### src/design/wsfe_pkg.sv
// ----------------------------------------------------------------------------
// WebSocket frame encoder package
// Shared constants and types for the frame header builder and the encoder.
// ----------------------------------------------------------------------------
package wsfe_pkg;

  localparam int LenW        = 63;
  localparam int KeyW        = 32;
  localparam int HdrMax      = 14;
  localparam int HdrCntW     = $clog2(HdrMax + 1);

  localparam logic [6:0] LenShortMax = 7'd125;
  localparam logic [6:0] LenCode16   = 7'd126;
  localparam logic [6:0] LenCode64   = 7'd127;

  // request kinds carried in s_axis_tuser
  localparam logic ReqStart   = 1'b0;
  localparam logic ReqPayload = 1'b1;

  typedef logic [HdrMax-1:0][7:0] hdr_bytes_t;

  typedef struct packed {
    hdr_bytes_t         bytes;  // bytes[0] goes out first
    logic [HdrCntW-1:0] count;
  } hdr_t;

endpackage

### src/design/websocket_frame_encoder.sv
// ----------------------------------------------------------------------------
// WebSocket frame encoder
// Turns frame-start and payload beats into an RFC 6455 framed byte stream.
// ----------------------------------------------------------------------------
// A taken beat is written into the byte buffer, and its bytes then pass through the output register.
// Unless m_axis_tready stalls the output, payload beats are taken at one per
// cycle; a frame-start beat holds the byte buffer until its header bytes
// (2 to 14) have left, one byte per cycle through the output register.
// Reset: asynchronous, clears masking state, length counter and both stages.
module websocket_frame_encoder import wsfe_pkg::*; (
  input  logic         clk_i,
  input  logic         rst_ni,
  input  logic         s_axis_tvalid,
  output logic         s_axis_tready,
  // [0] fin, [4:1] opcode, [67:5] payload_length, [68] mask_present,
  // [100:69] mask_key, [101] premasked, [109:102] payload_byte, [111:110] zero
  input  logic [111:0] s_axis_tdata,
  // [0] req_type
  input  logic         s_axis_tuser,
  output logic         m_axis_tvalid,
  input  logic         m_axis_tready,
  // [7:0] out_byte
  output logic [7:0]   m_axis_tdata,
  // end_of_run
  output logic         m_axis_tlast,
  // [0] is_header, [1] end_of_frame, [2] overrun_error
  output logic [2:0]   m_axis_tuser
);

  logic            fin;
  logic [3:0]      opcode;
  logic [LenW-1:0] payload_length;
  logic            mask_present;
  logic [KeyW-1:0] mask_key;
  logic            premasked;
  logic [7:0]      payload_byte;

  assign fin            = s_axis_tdata[0];
  assign opcode         = s_axis_tdata[4:1];
  assign payload_length = s_axis_tdata[67:5];
  assign mask_present   = s_axis_tdata[68];
  assign mask_key       = s_axis_tdata[100:69];
  assign premasked      = s_axis_tdata[101];
  assign payload_byte   = s_axis_tdata[109:102];

  hdr_t hdr;

  wsfe_hdr_build u_hdr_build (
    .fin_i            (fin),
    .opcode_i         (opcode),
    .payload_length_i (payload_length),
    .mask_present_i   (mask_present),
    .mask_key_i       (mask_key),
    .hdr_o            (hdr)
  );

  // frame state
  logic [KeyW-1:0] key_store_q, key_store_d;
  logic            xor_act_q, xor_act_d;
  logic [1:0]      key_idx_q, key_idx_d;
  logic [LenW-1:0] left_q, left_d;

  // byte buffer: results of the current beat, shifted out low byte first
  hdr_bytes_t         buf_q, buf_d;
  logic [HdrCntW-1:0] rem_q, rem_d;
  logic               hdr_q, hdr_d;
  logic               eof_q, eof_d;
  logic               err_q, err_d;

  // output register
  logic       ovalid_q, ovalid_d;
  logic [7:0] obyte_q, obyte_d;
  logic       olast_q, olast_d;
  logic [2:0] ouser_q, ouser_d;

  logic       out_free;
  logic       move;
  logic       s_fire;
  logic [7:0] key_byte;

  assign out_free      = !ovalid_q || m_axis_tready;
  assign move          = (rem_q != '0) && out_free;
  assign s_axis_tready = (rem_q == '0) || ((rem_q == HdrCntW'(1)) && move);
  assign s_fire        = s_axis_tvalid && s_axis_tready;
  assign key_byte      = key_store_q[{~key_idx_q, 3'b000} +: 8];

  always_comb begin
    key_store_d = key_store_q;
    xor_act_d   = xor_act_q;
    key_idx_d   = key_idx_q;
    left_d      = left_q;
    buf_d       = buf_q;
    rem_d       = rem_q;
    hdr_d       = hdr_q;
    eof_d       = eof_q;
    err_d       = err_q;
    if (s_fire) begin
      if (s_axis_tuser == ReqStart) begin
        buf_d       = hdr.bytes;
        rem_d       = hdr.count;
        hdr_d       = 1'b1;
        eof_d       = (payload_length == '0);
        err_d       = 1'b0;
        key_store_d = mask_key;
        xor_act_d   = mask_present && !premasked;
        key_idx_d   = 2'd0;
        left_d      = payload_length;
      end else if (left_q == '0) begin
        // overrun: byte dropped, frame state untouched
        buf_d    = '0;
        rem_d    = HdrCntW'(1);
        hdr_d    = 1'b0;
        eof_d    = 1'b0;
        err_d    = 1'b1;
      end else begin
        buf_d     = '0;
        buf_d[0]  = xor_act_q ? (payload_byte ^ key_byte) : payload_byte;
        rem_d     = HdrCntW'(1);
        hdr_d     = 1'b0;
        eof_d     = (left_q == LenW'(1));
        err_d     = 1'b0;
        key_idx_d = key_idx_q + 2'd1;
        left_d    = left_q - LenW'(1);
      end
    end else if (move) begin
      buf_d = {8'h00, buf_q[HdrMax-1:1]};
      rem_d = rem_q - HdrCntW'(1);
    end
  end

  always_comb begin
    ovalid_d = ovalid_q;
    obyte_d  = obyte_q;
    olast_d  = olast_q;
    ouser_d  = ouser_q;
    if (move) begin
      ovalid_d = 1'b1;
      obyte_d  = buf_q[0];
      olast_d  = (rem_q == HdrCntW'(1));
      ouser_d  = {err_q, eof_q && (rem_q == HdrCntW'(1)), hdr_q};
    end else if (m_axis_tready) begin
      ovalid_d = 1'b0;
    end
  end

  always_ff @(posedge clk_i or negedge rst_ni) begin
    if (!rst_ni) begin
      key_store_q <= '0;
      xor_act_q   <= 1'b0;
      key_idx_q   <= 2'd0;
      left_q      <= '0;
      rem_q       <= '0;
      ovalid_q    <= 1'b0;
    end else begin
      key_store_q <= key_store_d;
      xor_act_q   <= xor_act_d;
      key_idx_q   <= key_idx_d;
      left_q      <= left_d;
      rem_q       <= rem_d;
      ovalid_q    <= ovalid_d;
    end
  end

  always_ff @(posedge clk_i) begin
    buf_q   <= buf_d;
    hdr_q   <= hdr_d;
    eof_q   <= eof_d;
    err_q   <= err_d;
    obyte_q <= obyte_d;
    olast_q <= olast_d;
    ouser_q <= ouser_d;
  end

  assign m_axis_tvalid = ovalid_q;
  assign m_axis_tdata  = obyte_q;
  assign m_axis_tlast  = olast_q;
  assign m_axis_tuser  = ouser_q;

endmodule

### src/design/wsfe_hdr_build.sv
// ----------------------------------------------------------------------------
// WebSocket frame header builder
// Lays out the header run for one frame-start beat: opcode byte, length byte,
// extended length and masking key, with the number of bytes used.
// ----------------------------------------------------------------------------
module wsfe_hdr_build import wsfe_pkg::*; (
  input  logic            fin_i,
  input  logic [3:0]      opcode_i,
  input  logic [LenW-1:0] payload_length_i,
  input  logic            mask_present_i,
  input  logic [KeyW-1:0] mask_key_i,
  output hdr_t            hdr_o
);

  logic [63:0]        len64;
  logic               is_short;
  logic               is_mid;
  hdr_bytes_t         hb;
  logic [HdrCntW-1:0] cnt;

  assign len64    = {1'b0, payload_length_i};
  assign is_short = (payload_length_i <= LenW'(LenShortMax));
  assign is_mid   = (payload_length_i[LenW-1:16] == '0);

  always_comb begin
    hb    = '0;
    hb[0] = {fin_i, 3'b000, opcode_i};
    if (is_short) begin
      hb[1] = {mask_present_i, payload_length_i[6:0]};
      for (int k = 0; k < 4; k++) begin
        hb[2+k] = mask_present_i ? mask_key_i[8*(3-k) +: 8] : 8'h00;
      end
      cnt = HdrCntW'(2);
    end else if (is_mid) begin
      hb[1] = {mask_present_i, LenCode16};
      hb[2] = payload_length_i[15:8];
      hb[3] = payload_length_i[7:0];
      for (int k = 0; k < 4; k++) begin
        hb[4+k] = mask_present_i ? mask_key_i[8*(3-k) +: 8] : 8'h00;
      end
      cnt = HdrCntW'(4);
    end else begin
      hb[1] = {mask_present_i, LenCode64};
      for (int i = 0; i < 8; i++) begin
        hb[2+i] = len64[8*(7-i) +: 8];
      end
      for (int k = 0; k < 4; k++) begin
        hb[10+k] = mask_present_i ? mask_key_i[8*(3-k) +: 8] : 8'h00;
      end
      cnt = HdrCntW'(10);
    end
    if (mask_present_i) begin
      cnt = cnt + HdrCntW'(4);
    end
  end

  assign hdr_o.bytes = hb;
  assign hdr_o.count = cnt;

endmodule
### config.mk
export PLATFORM = sky130hd
export DESIGN_NAME = websocket_frame_encoder
export DESIGN_NICKNAME = d
export VERILOG_FILES = /design/src/design/wsfe_pkg.sv /design/src/design/websocket_frame_encoder.sv /design/src/design/wsfe_hdr_build.sv
export SDC_FILE = /design/constraint.sdc
export NUM_CORES = 1
export LEC_CHECK = 0
export ABC_AREA = 1
export CAP_MARGIN = 5
export CORE_MARGIN = 2
export CORE_UTILIZATION = 65
export DETAILED_ROUTE_END_ITERATION = 10
export DONT_BUFFER_PORTS = 1
export GPL_TIMING_DRIVEN = 0
export PLACE_DENSITY = 0.81
export SLEW_MARGIN = 20
export SYNTH_ARGS = -nofsm -noshare
export SYNTH_HDL_FRONTEND = slang
export SYNTH_SLANG_ARGS = --single-unit
### constraint.sdc
create_clock -name clk_i -period 4.4 [get_ports clk_i]
set_clock_uncertainty 0.05 [all_clocks]
set_input_delay 0.88 -clock clk_i [delete_from_list [all_inputs] [get_ports clk_i]]
set_output_delay 0.88 -clock clk_i [all_outputs]
set_load 0.005 [all_outputs]
; ---- Word-level counts from Yosys, hierarchy flattened
; Cells that the tools add are included.
[word_totals]
register_bits = 230
input_bits = 117
output_inout_bits = 14
[op_classes]
addsub = 4
n_lt_le_gt_ge = 1
n_eq_ne = 3
shift = 1
n_mux = 29
bitwise_logic = 3
n_reduce_logical = 18
[ops]
columns = operator, n
row1 = two-way mux 112 bit, 3
row2 = logical NOT 63 bit, 2
row3 = two-way mux 63 bit, 2
row4 = two-way mux 64 bit, 1
row5 = equality test 63 x 1 -> 1 bit (second input constant), 1
row6 = <= comparator 63 x 7 -> 1 bit (second input constant), 1
row7 = subtractor 63 x 1 -> 63 bit (second input constant), 1
row8 = two-way mux 56 bit, 1
row9 = two-way mux 48 bit, 1
row10 = two-way mux 8 bit, 6
row11 = logical NOT 47 bit, 1
row12 = two-way mux 40 bit, 1
row13 = variable part select 32 x 6 -> 8 bit, 1
row14 = two-way mux 4 bit, 6
row15 = bitwise XOR 8 bit, 1
row16 = two-way mux 1 bit, 6
row17 = logical AND 1 bit, 5
row18 = adder 4 x 3 -> 4 bit (second input constant), 1
row19 = equality test 4 x 1 -> 1 bit (second input constant), 1
row20 = logical NOT 4 bit, 1
row21 = two-way mux 2 bit, 2
row22 = AND reduction 2 bit, 2
row23 = nonzero test 2 bit, 2
row24 = nonzero test 4 bit, 1
row25 = other kinds (7), 9

; ---- Logic depth before layout (Yosys ltp)
[logic_depth]
ltp_word = 7
ltp_mapped = 13
mapped_depth_nobuf = 12

; ---- Cells and area by module
; A second synthesis with hierarchy kept.
[unflattened]
hier_cells = 2114
hier_area_um2 = 14913.1
[modules_own_cells]
columns = module, n_inst, cells_per_inst, area_each_um2, seq_area_each_um2
row1 = websocket_frame_encoder, 1, 1557, 12540.8, 6391.1
row2 = wsfe_hdr_build, 1, 557, 2372.3, 0.0

; ---- Worst setup path before layout
; OpenSTA, ideal clock, no wires.
[synth_path]
kind = input to register
start = in m_axis_tready
end = reg rem_q[1]
setup_ns = 0.140
arrival_ns = 4.142
slack_ns = 0.068
cell_stages = 8
path_cell_list = inv_1 > nand2_1 > nand3_1 > nand2_2 > nand2_2 > nand2_1 > o21a_1 > a21oi_1
[synth_via]
elab_chain_cells = 6
word_cells_on_any_way = 7
[synth_rtl]
columns = element, line_no
row1 = start: declaration, websocket_frame_encoder.sv:21  ; input logic m_axis_tready,
row2 = logical OR 1 bit (*), websocket_frame_encoder.sv:81  ; assign out_free = !ovalid_q || m_axis_tready;
row3 = logical AND 1 bit (*), websocket_frame_encoder.sv:82  ; assign move = (rem_q != '0) && out_free;
row4 = logical AND 1 bit (*), websocket_frame_encoder.sv:83  ; assign s_axis_tready = (rem_q == '0) || ((rem_q == HdrCntW'(1)) && move);
row5 = logical OR 1 bit (*), websocket_frame_encoder.sv:83
row6 = via s_axis_tready, websocket_frame_encoder.sv:14  ; output logic s_axis_tready,
row7 = logical AND 1 bit (*), websocket_frame_encoder.sv:84  ; assign s_fire = s_axis_tvalid && s_axis_tready;
row8 = two-way mux 4 bit / nonzero test 2 bit (equally long branches), -
row9 = end signal: assignment, websocket_frame_encoder.sv:159  ; rem_q <= rem_d;
row10 = end: declaration, websocket_frame_encoder.sv:65  ; logic [HdrCntW-1:0] rem_q, rem_d;
; Mark *: on every way through the listed nets, which the timed path passes. The rest lies on a longest branch.
; A chain may end at the register's enable or synchronous reset.

; ---- Worst setup path after layout
[layout_path]
start = reg left_q[0]
end = reg left_q[48]
[layout_via]
elab_chain_cells = 3
word_cells_on_any_way = 6
[layout_rtl]
columns = element, line_no
row1 = start: declaration, websocket_frame_encoder.sv:61  ; logic [LenW-1:0] left_q, left_d;
row2 = start signal: assignment, websocket_frame_encoder.sv:158  ; left_q <= left_d;
row3 = subtractor 63 x 1 -> 63 bit / logical NOT 63 bit (equally long branches), "websocket_frame_encoder.sv:123, websocket_frame_encoder.sv:108"
row4 = two-way mux 63 bit / != test 2 bit (equally long branches), -
row5 = two-way mux 63 bit / AND reduction 2 bit (equally long branches), -
; Parallel ways exist; a longest one is shown, timed or not. The select of a mux whose other input is x is not followed.

==> impl_metrics.env <==
export IMPL_grt_pass1_vias=13100
export IMPL_hold_class="in2async"
export IMPL_grt_pass1_wl_um=76700
export IMPL_r2r_start="left_q[0]"
export IMPL_synth_edf_count=127
export IMPL_power_density_nw_per_um2=595
export IMPL_wl_met2_um=21200
export IMPL_yosysTopAreaCell="edfxtp_1"
export IMPL_io_buffers=0
export IMPL_track_usage=0.464
export IMPL_clock_sinks=230
export IMPL_vias=14200
export IMPL_fp_dieH_um=150
export IMPL_synth_nets=2032
export IMPL_p_leak_uw=0.00663
export IMPL_critPathKind="reg2reg"
export IMPL_synthArstFlopShare=0.448
export IMPL_drtPass1Iterations=7
export IMPL_antenna_cells=0
export IMPL_hold_viol=0
export IMPL_crit_fanout=7
export IMPL_rows=53
export IMPL_status="complete, no violations"
export IMPL_maxCapViolations=0
export IMPL_grt_ovfl_total=0
export IMPL_crit_arrival_ns=3.18
export IMPL_initial_core_util=0.658
export IMPL_rsz0062_at_grt="false"
export IMPL_drive_above_1_share=0.0689
export IMPL_cp_startpoint="left_q[0]"
export IMPL_synth_top_area_frac=0.277
export IMPL_cts_max_path_buffers=3
export IMPL_htreeDepth=1
export IMPL_cts_root_buf="clkbuf_16"
export IMPL_syn_avg_cell_area_um2=7.22
export IMPL_wl_um=52200
export IMPL_fin_tns_setup_ns=0
export IMPL_cp_end_kind="register"
export IMPL_wl_per_cell_um=23.4
export IMPL_gp_congestion=1.06
export IMPL_worst_ir_drop_vdd_v=0.000450
export IMPL_dpl_cell_count=2187
export IMPL_final_nets=2062
export IMPL_tightest_slew_ns=1.02
export IMPL_min_period_ns=2.81
export IMPL_synth_flop_cell="edfxtp_1"
export IMPL_cts_resized=0
export IMPL_fmax_mhz=356
export IMPL_synth_cell_types=40
export IMPL_relSlewSlack=0.317
export IMPL_synth_common_cells="nand2_1, nor2_1, o21ai_0"
export IMPL_dieArea_um2=22400
export IMPL_die_w_um=150
export IMPL_dr_wl_met3_um=9130
export IMPL_clk_latency_ns=0.55
export IMPL_wl_met1_um=19200
export IMPL_ys_seq_area_frac=0.463
export IMPL_postCtsHoldBufs=1
export IMPL_clk_pin_slew_ns=0.06
export IMPL_critPathRequiredTime_ns=4.77
export IMPL_fin_ws_ns=1.59
export IMPL_synth_warning_count=0
export IMPL_postCtsSetupRepairBufs=0
export IMPL_syn_inst=1910
export IMPL_io_pins=131
export IMPL_finalPower_uw=8950
export IMPL_area_growth_pct=8.98
export IMPL_yosysMostFrequentCell="nand2_1"
export IMPL_post_place_ws_ns=1.44
export IMPL_antenna_left=0
export IMPL_ys_ff_latch=230
export IMPL_antenna_found_initial=2
export IMPL_netlist_area_um2=13800
export IMPL_nFillCells=1687
export IMPL_setup_viol=0
export IMPL_critPathLaunchType="register"
export IMPL_cts_tree="built"
export IMPL_post_route_period_util=0.638
export IMPL_ys_top_cells_by_area="edfxtp_1, dfrtp_1, nand2_1"
export IMPL_numCtsBuffers=25
export IMPL_design_core_area_um2=21000
export IMPL_via_per_inst=6.34
export IMPL_hpwl_um=39400
export IMPL_highest_layer="met5"
export IMPL_grt_max_degree=104
export IMPL_drc=0
export IMPL_slew_viol_final=0
export IMPL_drtIter0Drc=2310
export IMPL_final_cells=2234
-- layout make-up --
class / instances / area, um^2 / area share
multi-input cells: 1447 / 6420 / 0.427
flip-flops and latches: 230 / 6390 / 0.425
clock buffers: 30 / 644 / 0.0429
inverters: 155 / 582 / 0.0387
plain buffers: 78 / 409 / 0.0272
well taps: 275 / 344 / 0.0229
clock inverters: 16 / 168 / 0.0112
repair buffers: 3 / 75.1 / 0.00500
-- registers in the layout, indices dropped and copies added (netlist names), 2 cells and up --
| signal | cells |
|---|---|
| m_axis_tuser | 3 |
| key_idx_q | 2 |
| key_store_q | 32 |
| buf_q | 112 |
| left_q | 63 |
| rem_q | 4 |
| m_axis_tdata | 8 |
-- metrics by stage --
step           utilization  cell area [um^2]  hold WS (ns)
5_1_grt              0.717             15000         0.272
6_report             0.717             15000         0.221
3_3_place_gp         0.675             14100         0.355
3_5_place_dp         0.677             14200         0.356
2_1_floorplan            -             13800         0.350
4_1_cts              0.717             15000         0.248
-- critical path, cell delays in order, from the launching register on --
cell     delay (ns)
dfrtp_1        0.41
inv_1          0.15
ha_1           0.41
nand2_1        0.24
nor2_1         0.43
nand2_1        0.20
inv_1          0.11
nand3_1        0.20
xnor2_1        0.18
o21ai_0        0.19
nand2_1        0.09
-- worst paths after layout --
kind	endpoint	slack [ns]	cells past startpoint
max	left_q[48]	1.59	10
min	left_q[9]	0.22	1
max reg2reg	left_q[48]	1.59	10
min reg2reg	m_axis_tdata[5]	0.37	0
max in group asynchronous	key_store_q[17]	3.62	1
min in group clk_i	m_axis_tdata[5]	0.37	0
-- metal layers --
metal  track usage  up-vias
li1              -     6226
met1         0.647     6441
met2         0.658     1261
met3         0.178      234
met4         0.175        4
met5             0        -
-- layout by cell type, fill, tap and decap left out, types with 11 or more instances in the layout --
cell type | synthesis | layout
nand3_1 | 137 | 137
inv_1 | 144 | 144
clkbuf_16 | 0 | 25
nand4_1 | 12 | 12
nand3_2 | 11 | 11
o21ai_0 | 173 | 173
nor2_1 | 280 | 280
edfxtp_1 | 127 | 127
nor2_2 | 11 | 11
buf_2 | 31 | 31
xor2_1 | 14 | 14
clkbuf_1 | 28 | 33
nand2_1 | 671 | 670
xnor2_1 | 15 | 15
o21ai_1 | 27 | 27
a21oi_1 | 40 | 40
dfrtp_1 | 103 | 103
buf_4 | 13 | 13
-- power by group --
group          total [uW]  internal, uW  switching [uW]  leakage (uW)
Clock                2140          1180             957      0.000384
Sequential           3970          3340             628       0.00253
Combinational        2840           912            1930       0.00372
-- cell families (layout without fill, tap and decap cells) --
logic type / Yosys count / count (layout) / share of synthesized area
fa+ha+maj: 5 / 5 / 0.00454
buf+inv: 233 / 282 / 0.0719
flops: 230 / 230 / 0.463
xor+xnor: 29 / 29 / 0.0184
simple gates: 1158 / 1158 / 0.347
compound gates: 255 / 255 / 0.0952
Power figures use the tool's default switching activity.
